<file path="src/sv/lmh_pkg.sv">
`default_nettype none
package lmh_pkg;

	// murmur2 mixing constant and shift amounts
	localparam logic [31:0] MIX_MUL     = 32'h5bd1e995;
	localparam int unsigned MIX_SHIFT   = 24;
	localparam int unsigned FIN_SHIFT_A = 13;
	localparam int unsigned FIN_SHIFT_B = 15;
	localparam logic [31:0] SEED_RESET  = 32'h31415926;

	// string length limit, lengths above it saturate
	localparam int unsigned MAX_LEN   = 31;
	localparam int unsigned LEN_W     = 5;
	localparam logic [7:0]  MAX_LEN_B = 8'(MAX_LEN);
	localparam logic [LEN_W-1:0] MAX_LEN_L = LEN_W'(MAX_LEN);

	// configuration register indexes
	localparam logic REG_HASH_SEED = 1'b0;
	localparam logic REG_FOLD_CASE = 1'b1;

	typedef enum logic [2:0] {
		ST_IDLE,
		ST_MIX_K1,
		ST_MIX_K2,
		ST_MIX_H,
		ST_FIN_TAIL,
		ST_FIN_AVAL
	} state_t;

	// operation of the shared multiply unit
	typedef enum logic [2:0] {
		OP_K1,
		OP_K2,
		OP_H,
		OP_TAIL,
		OP_AVAL
	} mul_op_t;

endpackage
`default_nettype wire

</file>
<file path="src/sv/lmh_mul_unit.sv">
`default_nettype none
module lmh_mul_unit (
	input  wire lmh_pkg::mul_op_t op,
	input  wire logic [31:0]      h,
	input  wire logic [31:0]      k,
	input  wire logic [23:0]      pend,
	output logic [31:0]           res
);
	import lmh_pkg::*;

	logic [31:0] opnd;
	logic [31:0] prod;

	// operand select
	always_comb begin
		case (op)
			OP_K1:   opnd = k;
			OP_K2:   opnd = k;
			OP_H:    opnd = h;
			OP_TAIL: opnd = h ^ {8'h00, pend};
			OP_AVAL: opnd = h ^ (h >> FIN_SHIFT_A);
			default: opnd = h;
		endcase
	end

	// single 32x32 multiplier, low word kept
	assign prod = opnd * MIX_MUL;

	// post-multiply xor step (none for K2 and TAIL)
	always_comb begin
		case (op)
			OP_K1:   res = prod ^ (prod >> MIX_SHIFT);
			OP_K2:   res = prod;
			OP_H:    res = prod ^ k;
			OP_TAIL: res = prod;
			OP_AVAL: res = prod ^ (prod >> FIN_SHIFT_B);
			default: res = prod;
		endcase
	end

endmodule
`default_nettype wire

</file>
<file path="src/sv/lowercase_murmur2_string_hash.sv">
// a byte that does not complete a 4-byte group is only stored in the pending group; one that completes
// a group is loaded and then passes the shared multiplier in MIX_K1, MIX_K2 and MIX_H
// the last item adds the avalanche, preceded by the tail step if a 1 to 3 byte tail is pending,
// after which the hash sits in the output register; no new byte is accepted until the sequencer is idle
// asynchronous active-low reset clears control and hash state except the group word, seed returns to
// 0x31415926 and case folding is on
`default_nettype none
module lowercase_murmur2_string_hash (
	input  wire logic        clk,
	input  wire logic        arst_n,
	// input item stream
	input  wire logic        s_axis_tvalid,
	output logic             s_axis_tready,
	input  wire logic [15:0] s_axis_tdata,  // [7:0] char_byte, [12:8] str_length, rest zero
	input  wire logic        s_axis_tuser,  // first_byte
	input  wire logic        s_axis_tlast,  // last_byte
	// result stream
	output logic             m_axis_tvalid,
	input  wire logic        m_axis_tready,
	output logic [31:0]      m_axis_tdata,  // [31:0] hash_value
	// configuration writes
	input  wire logic        cfg_we,
	input  wire logic        cfg_addr,
	input  wire logic [31:0] cfg_data
);
	import lmh_pkg::*;

	state_t state_q, state_d;

	// configuration registers
	logic [31:0] seed_q;
	logic        fold_q;

	// hash state
	logic [31:0]      h_q;
	logic [31:0]      k_q;
	logic [23:0]      pend_q;
	logic [1:0]       cnt_q;
	logic [LEN_W-1:0] taken_q;
	logic [LEN_W-1:0] len_q;
	logic             last_q;

	// output register
	logic        m_valid_q;
	logic [31:0] m_data_q;

	// input fields
	logic [7:0]       c_in;
	logic [LEN_W-1:0] len_in;
	logic             first_in;
	logic             last_in;
	logic             acc;

	// state seen by the incoming byte, after a first item restarts it
	logic [LEN_W-1:0] len_sat;
	logic [31:0]      h_eff;
	logic [23:0]      pend_eff;
	logic [1:0]       cnt_eff;
	logic [LEN_W-1:0] taken_eff;
	logic [LEN_W-1:0] len_eff;
	logic             take;
	logic [7:0]       c_fold;
	logic             word_done;
	logic [23:0]      pend_add;
	logic [1:0]       cnt_new;

	logic    out_free;
	mul_op_t mul_op;
	logic [31:0] mul_res;

	assign c_in     = s_axis_tdata[7:0];
	assign len_in   = s_axis_tdata[12:8];
	assign first_in = s_axis_tuser;
	assign last_in  = s_axis_tlast;

	assign s_axis_tready = (state_q == ST_IDLE);
	assign acc           = s_axis_tvalid && s_axis_tready;
	assign m_axis_tvalid = m_valid_q;
	assign m_axis_tdata  = m_data_q;
	assign out_free      = !m_valid_q || m_axis_tready;

	// length saturation and restart on a first item
	assign len_sat   = ({3'b000, len_in} > MAX_LEN_B) ? MAX_LEN_L : len_in;
	assign h_eff     = first_in ? (seed_q ^ {27'd0, len_sat}) : h_q;
	assign pend_eff  = first_in ? 24'd0 : pend_q;
	assign cnt_eff   = first_in ? 2'd0 : cnt_q;
	assign taken_eff = first_in ? '0 : taken_q;
	assign len_eff   = first_in ? len_sat : len_q;

	// bytes past the held length are dropped
	assign take = (taken_eff < len_eff);

	// ascii A..Z to a..z when folding is on
	assign c_fold = (fold_q && c_in >= 8'h41 && c_in <= 8'h5A) ? (c_in + 8'h20) : c_in;

	assign word_done = take && (cnt_eff == 2'd3);
	assign cnt_new   = take ? (cnt_eff + 2'd1) : cnt_eff;

	// little-endian placement of the byte into the pending group
	always_comb begin
		case (cnt_eff)
			2'd0:    pend_add = {16'd0, c_fold};
			2'd1:    pend_add = {8'd0, c_fold, 8'd0};
			2'd2:    pend_add = {c_fold, 16'd0};
			default: pend_add = 24'd0;
		endcase
	end

	// shared multiplier operation per state
	always_comb begin
		case (state_q)
			ST_MIX_K1:   mul_op = OP_K1;
			ST_MIX_K2:   mul_op = OP_K2;
			ST_MIX_H:    mul_op = OP_H;
			ST_FIN_TAIL: mul_op = OP_TAIL;
			ST_FIN_AVAL: mul_op = OP_AVAL;
			default:     mul_op = OP_H;
		endcase
	end

	lmh_mul_unit u_mul (
		.op   (mul_op),
		.h    (h_q),
		.k    (k_q),
		.pend (pend_q),
		.res  (mul_res)
	);

	// sequencer
	always_comb begin
		state_d = state_q;
		case (state_q)
			ST_IDLE: begin
				if (acc) begin
					if (word_done) begin
						state_d = ST_MIX_K1;
					end else if (last_in) begin
						state_d = (cnt_new != 2'd0) ? ST_FIN_TAIL : ST_FIN_AVAL;
					end
				end
			end
			ST_MIX_K1:   state_d = ST_MIX_K2;
			ST_MIX_K2:   state_d = ST_MIX_H;
			ST_MIX_H:    state_d = last_q ? ST_FIN_AVAL : ST_IDLE;
			ST_FIN_TAIL: state_d = ST_FIN_AVAL;
			ST_FIN_AVAL: begin
				if (out_free) begin
					state_d = ST_IDLE;
				end
			end
			default:     state_d = ST_IDLE;
		endcase
	end

	always_ff @(posedge clk or negedge arst_n) begin
		if (!arst_n) begin
			state_q <= ST_IDLE;
		end else begin
			state_q <= state_d;
		end
	end

	// configuration
	always_ff @(posedge clk or negedge arst_n) begin
		if (!arst_n) begin
			seed_q <= SEED_RESET;
			fold_q <= 1'b1;
		end else if (cfg_we) begin
			case (cfg_addr)
				REG_HASH_SEED: seed_q <= cfg_data;
				REG_FOLD_CASE: fold_q <= cfg_data[0];
				default:       ;
			endcase
		end
	end

	// hash state
	always_ff @(posedge clk or negedge arst_n) begin
		if (!arst_n) begin
			h_q     <= '0;
			pend_q  <= '0;
			cnt_q   <= '0;
			taken_q <= '0;
			len_q   <= '0;
			last_q  <= 1'b0;
		end else begin
			case (state_q)
				ST_IDLE: begin
					if (acc) begin
						h_q     <= h_eff;
						len_q   <= len_eff;
						last_q  <= last_in;
						taken_q <= take ? (taken_eff + LEN_W'(1)) : taken_eff;
						if (word_done) begin
							pend_q <= '0;
							cnt_q  <= '0;
						end else begin
							pend_q <= take ? (pend_eff | pend_add) : pend_eff;
							cnt_q  <= cnt_new;
						end
					end
				end
				ST_MIX_H:    h_q <= mul_res;
				ST_FIN_TAIL: h_q <= mul_res;
				ST_FIN_AVAL: begin
					// result leaves, state back to reset values
					if (out_free) begin
						h_q     <= '0;
						pend_q  <= '0;
						cnt_q   <= '0;
						taken_q <= '0;
						len_q   <= '0;
						last_q  <= 1'b0;
					end
				end
				default: ;
			endcase
		end
	end

	// group word and mix temporaries, no reset needed
	always_ff @(posedge clk) begin
		if (state_q == ST_IDLE && word_done) begin
			k_q <= {c_fold, pend_eff};
		end else if (state_q == ST_MIX_K1 || state_q == ST_MIX_K2) begin
			k_q <= mul_res;
		end
	end

	// output register
	always_ff @(posedge clk or negedge arst_n) begin
		if (!arst_n) begin
			m_valid_q <= 1'b0;
		end else if (state_q == ST_FIN_AVAL && out_free) begin
			m_valid_q <= 1'b1;
		end else if (m_axis_tready) begin
			m_valid_q <= 1'b0;
		end
	end

	always_ff @(posedge clk) begin
		if (state_q == ST_FIN_AVAL && out_free) begin
			m_data_q <= mul_res;
		end
	end

	// checks
	a_taken_bound: assert property (@(posedge clk) disable iff (!arst_n)
		taken_q <= len_q)
		else $error("more bytes counted than the held length");

	a_k1_to_k2: assert property (@(posedge clk) disable iff (!arst_n)
		state_q == ST_MIX_K1 |=> state_q == ST_MIX_K2)
		else $error("mix sequence broken after first k multiply");

	a_mix_empties_group: assert property (@(posedge clk) disable iff (!arst_n)
		state_q == ST_MIX_H |-> (cnt_q == 2'd0 && pend_q == 24'd0))
		else $error("pending bytes left while mixing a full group");

	a_result_needs_last: assert property (@(posedge clk) disable iff (!arst_n)
		state_q == ST_FIN_AVAL && out_free |=> m_axis_tvalid && state_q == ST_IDLE)
		else $error("avalanche finished without a result");

endmodule
`default_nettype wire
</file>
<file path="config.mk">
export PLATFORM = sky130hd
export DESIGN_NAME = lowercase_murmur2_string_hash
export DESIGN_NICKNAME = d
export VERILOG_FILES = /design/src/sv/lmh_pkg.sv /design/src/sv/lmh_mul_unit.sv /design/src/sv/lowercase_murmur2_string_hash.sv
export SDC_FILE = /design/constraint.sdc
export NUM_CORES = 1
export LEC_CHECK = 0
export BUFFER_PORTS_ARGS = -buffer_cell sky130_fd_sc_hd__buf_2
export CORE_ASPECT_RATIO = 0.6
export CORE_MARGIN = 3
export CORE_UTILIZATION = 50
export CTS_CLUSTER_SIZE = 24
export DETAILED_ROUTE_END_ITERATION = 8
export GPL_ROUTABILITY_DRIVEN = 0
export PLACE_DENSITY = 0.73
export SKIP_LAST_GASP = 1
export SLEW_MARGIN = 20
export SYNTH_ARGS = -nofsm -noshare
export SYNTH_HDL_FRONTEND = slang
export SYNTH_SLANG_ARGS = --single-unit
</file>
<file path="constraint.sdc">
create_clock -name clk -period 28.8 [get_ports clk]
set_input_delay 4.32 -clock clk [delete_from_list [all_inputs] [get_ports clk]]
set_output_delay 4.32 -clock clk [all_outputs]
set_load 0.05 [all_outputs]
</file>
==> metrics.csv, run 1 <==
metric;value;unit
CP most frequent cell;fa_1;
Commonest cells post-synth;inv_1, ha_1, fa_1;
clock sinks;170;
routed len/inst;23.1;um
layout cells sized above 1;12.2;%
detailed-route wire length;56500;um
Worst EP required;29.01;ns
total of max-cap violations;0;
Die Wd;253;um
Critical Path Source;state_q[0];
critical path peak fanout;71;
Final TNS setup;0;ns
most common cell in the netlist;inv_1;
status;finished clean;
Crit-path slowest cell;xnor2_1;
CP Capture Type;register;
Worst Setup EP;k_q[16];
flop2flop setup slack;17.72;ns
PostCTS Resize Cnt;0;
Cell variety after synth;83;
Avg Inst Size Synth;9.70;um^2
Crit Reg-Reg Startpoint;state_q[0];
synth top area cells;fa_1, ha_1, dfrtp_1, edfxtp_1, inv_1;
post-synth net total;2351;
top_reg_cell synth;dfrtp_1;
setup violators final;0;
Seq/Total Area, Yosys;25.0;%
clock slew at reported path FFs;0.07;ns
critical path class;register to register;
drt pass-1 iters;6;
DP Wirelength;44400;um
Final #Nets;2421;
total track usage;29.4;%
Die Footprint;39100;um^2
Final Slew Violations;0;
Synth async-reset ratio;62.4;%
clock latency on the worst-skew pair;0.45;ns
hold_buf cts;0;
filler cell count;3032;
hold_ws;0.494;ns
Setup crit start kind;register;
GRT overflow;0;
worst min-delay path class;register to register;
Slew @ Worst Pin;1.18;ns
Synth Instances;1891;
final setup skew;0.0146;ns
via density per instance;6.07;
EDFF count, synth;64;
initial antenna violation count;1;
FP Rows;53;
CP max stage delay;0.85;ns
post-layout util;56.4;%
TritonCTS clock tree;built;
CTS max path bufs;2;
Synth top area share;19.5;%
DRC Markers;0;
Hold Fails Final Rpt;0;
Post-Syn Area;18300;um^2
Worst R2R Path Depth;32;
Ys Warns;0;
FF-to-FF End;k_q[16];
arrival time worst endpoint;11.29;ns
Root Driver;clkbuf_16;
final worst path period share;38.5;%
largest net degree at the start of global routing;74;
PortBufs;86;
dominant cell type by area after synthesis;fa_1;
via count;14800;
antenna-violating nets left;0;
vias in the first global route;14600;
Slew HR;20.7;%
Post-CTS Setup Bufs;0;
Core Area;35600;um^2
CTS Buf Count;17;
I/O pin count;90;
initial core utilization;51.5;%
post-layout min period;11.08;ns
Max Freq;0.0902;GHz
Iter 0 DRT Violations;1968;
unrepaired setup endpoints after global routing;no;
first-pass GRT wire length;86500;um
#FFs+latches synth;170;
P&R area growth vs syn;9.55;%
H-tree depth;4;
height of the die;154;um
[final cells by class]
| type | count | area, um^2 | area share, % |
|---|---|---|---|
| diodes | 1 | 2.50 | 0.0125 |
| well taps | 467 | 584 | 2.91 |
| inverters | 363 | 1360 | 6.78 |
| multi-input cells | 1291 | 12300 | 61.0 |
| flip-flops and latches | 170 | 4590 | 22.8 |
| repair buffers | 118 | 693 | 3.45 |
| clock inverters | 15 | 170 | 0.847 |
| clock buffers | 17 | 425 | 2.12 |
[registers in the layout, indices dropped and copies added, names as in the netlist, 3 cells and up]
| name | count |
|---|---|
| state_q | 3 |
| len_q | 5 |
| k_q | 32 |
| taken_q | 5 |
| seed_q | 32 |
| h_q | 32 |
| pend_q | 24 |
| m_axis_tdata | 32 |
[cells by family (layout without fill, tap and decap cells)]
kind of cell,after synthesis,count (layout),synth area share (%)
DFF,170,170,25.0
xor gates and xnor gates,105,105,5.09
other,0,1,0
and+or+nand+nor,351,351,8.93
buffers and inverters,430,513,8.89
AOI/OAI and AO/OA,366,366,13.4
adders and majority gates,404,404,34.9
muxes,65,65,3.82
[cell usage in the layout (no fill, tap or decap), types with 16 or more instances in the layout]
master     instances
inv_1            360
ha_1             225
fa_1             179
nand2_1          130
dfrtp_1           92
nor2_1            89
buf_2             85
a21oi_1           82
o21ai_0           79
xnor2_1           73
edfxtp_1          64
mux2_2            36
buf_4             32
mux2i_1           28
xor2_1            27
nor3_1            23
o21ai_1           20
a22o_1            19
o21a_1            17
clkbuf_16         17
nand3_1           16
nand2b_1          16
nand3b_1          16
[routing by layer]
metal | GRT usage [%] | vias to the layer above | part of all wire [%]
met5 | 0 | - | 0.023
met4 | 5.92 | 2 | 2.3
met3 | 14.1 | 123 | 17
met2 | 38.3 | 983 | 38
met1 | 43.8 | 7232 | 43
li1 | - | 6476 | -
[worst min-delay path by stage]
stage / from / end / slack (ns) / depth (start not counted)
final: len_q[4] / len_q[4] / 0.49 / 2
after global routing: len_q[1] / len_q[1] / 0.53 / 2
after CTS: len_q[4] / len_q[4] / 0.49 / 2
after detailed placement: len_q[1] / len_q[1] / 0.47 / 2
after global placement: len_q[2] / len_q[2] / 0.46 / 2
after floorplan: len_q[1] / len_q[1] / 0.45 / 2
[metrics by stage]
step / area, um^2 / cells / setup WS [ns]
finish: 20100 / 2442 / 17.72
global route: 20100 / 2441 / 17.49
CTS: 20000 / 2440 / 18.19
detailed placement: 19400 / 2408 / 18.27
global placement: 19400 / 2408 / 18.38
floorplan: 18300 / 1891 / 19.04
[critical path, delay by kind of cell, from the launching register on]
| family | cells | cell delay, ns |
|---|---|---|
| flops | 1 | 0.34 |
| fa+ha+maj | 9 | 3.54 |
| buf+inv | 7 | 1.65 |
| xor+xnor | 2 | 1.27 |
| compound gates | 6 | 1.76 |
| simple gates | 8 | 2.22 |
Power of run 1 is left out: the tool's default activity adds up to more than one toggle a clock period on the data nets, which glitch-free logic cannot reach.
==> run 2: changes to the inputs <==
Clock period 28.8 ns to 11.54 ns, I/O delays scaled along.
==> metrics.csv, run 2 (synthesis gave the netlist of run 1 again) <==
metric;value;unit
DP Wirelength;45700;um
GRT overflow;0;
DRC Markers;0;
Crit-path slowest cell;dfrtp_1;
I/O pin count;90;
TritonCTS clock tree;built;
Post-DP Area;19600;um^2
post-layout min period;10.08;ns
Final Slew Violations;0;
Final #Nets;2436;
Root Driver;clkbuf_16;
Core Area;35600;um^2
Hold Crit Depth;2;
setup violators final;0;
grt met3 use;13.0;%
final worst path period share;87.3;%
Slew HR;20.8;%
CP most frequent cell;fa_1;
height of the die;154;um
clock slew at reported path FFs;0.07;ns
initial core utilization;51.5;%
initial antenna violation count;2;
final setup skew;0.0123;ns
hold_ws;0.480;ns
drt pass-1 iters;9;
CP Capture Type;register;
P&R area growth vs syn;10.1;%
critical path peak fanout;20;
routed len/inst;23.4;um
layout cells sized above 1;12.5;%
Max Freq;0.0992;GHz
critical path class;register to register;
Worst EP required;11.74;ns
Post-CTS Setup Bufs;0;
Iter 0 DRT Violations;2222;
GR peak layer;met1;
vias in the first global route;14900;
fin area;20200;um^2
unrepaired setup endpoints after global routing;no;
Setup crit start kind;register;
FP Rows;53;
Die Footprint;39100;um^2
clock sinks;170;
Final TNS setup;0;ns
M2 GR Usage;39.9;%
worst min-delay path class;register to register;
commonest non-fill, non-tap cell in the layout;inv_1;
total of max-cap violations;0;
first-pass GRT wire length;88200;um
Hold Fails Final Rpt;0;
CTS max path bufs;2;
highest-count cells in the layout ignoring fill and taps;inv_1, ha_1, fa_1;
filler cell count;3024;
CP max stage delay;0.59;ns
via density per instance;6.06;
total track usage;30.0;%
detailed-route wire length;57400;um
antenna-violating nets left;0;
GR Layer Usage met1;44.9;%
PostCTS Resize Cnt;0;
CTS Buf Count;17;
clock latency on the worst-skew pair;0.46;ns
status;finished clean;
PortBufs;86;
largest net degree at the start of global routing;58;
arrival time worst endpoint;10.28;ns
via count;14900;
hold_buf cts;0;
H-tree depth;4;
Slew @ Worst Pin;1.18;ns
Die Wd;253;um
Worst R2R Path Depth;32;
## run 2: changes by cell type in the layout (fill, tap and decap cells not counted), moves of 2 or more
cell	previous run	this run
inv_8	4	2
buf_4	32	47
xnor2_2	4	2
bufinv_16	0	2
inv_6	6	8
clkinv_8	4	0
xnor2_1	73	75
## run 2: layout make-up
class / instances / area [um^2] / area share (%)
multi-input combinational: 1291 / 12200 / 60.7
sequential: 170 / 4590 / 22.7
inverter: 363 / 1360 / 6.75
timing repair buffer: 133 / 806 / 3.99
tap: 467 / 584 / 2.89
clock buffer: 17 / 425 / 2.11
clock inverter: 15 / 173 / 0.855
antenna: 1 / 2.50 / 0.0124
## run 2: critical path, delay by kind of cell (launching register included)
kind	cells	cell delay (ns)
xor gates and xnor gates	1	0.18
adders and majority gates	9	3.65
DFF	1	0.59
buffers and inverters	7	1.22
AOI/OAI and AO/OA	9	2.63
and+or+nand+nor	6	1.55
## run 2: worst paths after layout
kind,from,end,slack [ns]
max,state_q[2],k_q[4],1.46
min,len_q[3],len_q[3],0.48
max reg2reg,state_q[2],k_q[4],1.46
min reg2reg,len_q[3],len_q[3],0.48
max in group asynchronous,arst_n,state_q[0],8.99
min in group asynchronous,arst_n,seed_q[6],1.34
## run 2: through the flow
step / util (%) / worst slack (ns) / std cells
after floorplan: - / 1.78 / 1891
after global placement: 54.9 / 1.95 / 2423
after global routing: 56.7 / 1.19 / 2456
after CTS: 56.6 / 1.83 / 2455
after detailed placement: 54.9 / 1.84 / 2423
final: 56.7 / 1.46 / 2457
## run 2: metal layers
metal  share of wire, %  vias up
met5              0.023        -
li1                   -     6507
met3                 16      116
met2                 39      947
met1                 43     7313
met4                2.2        2
Power of run 2 is left out for the same reason.
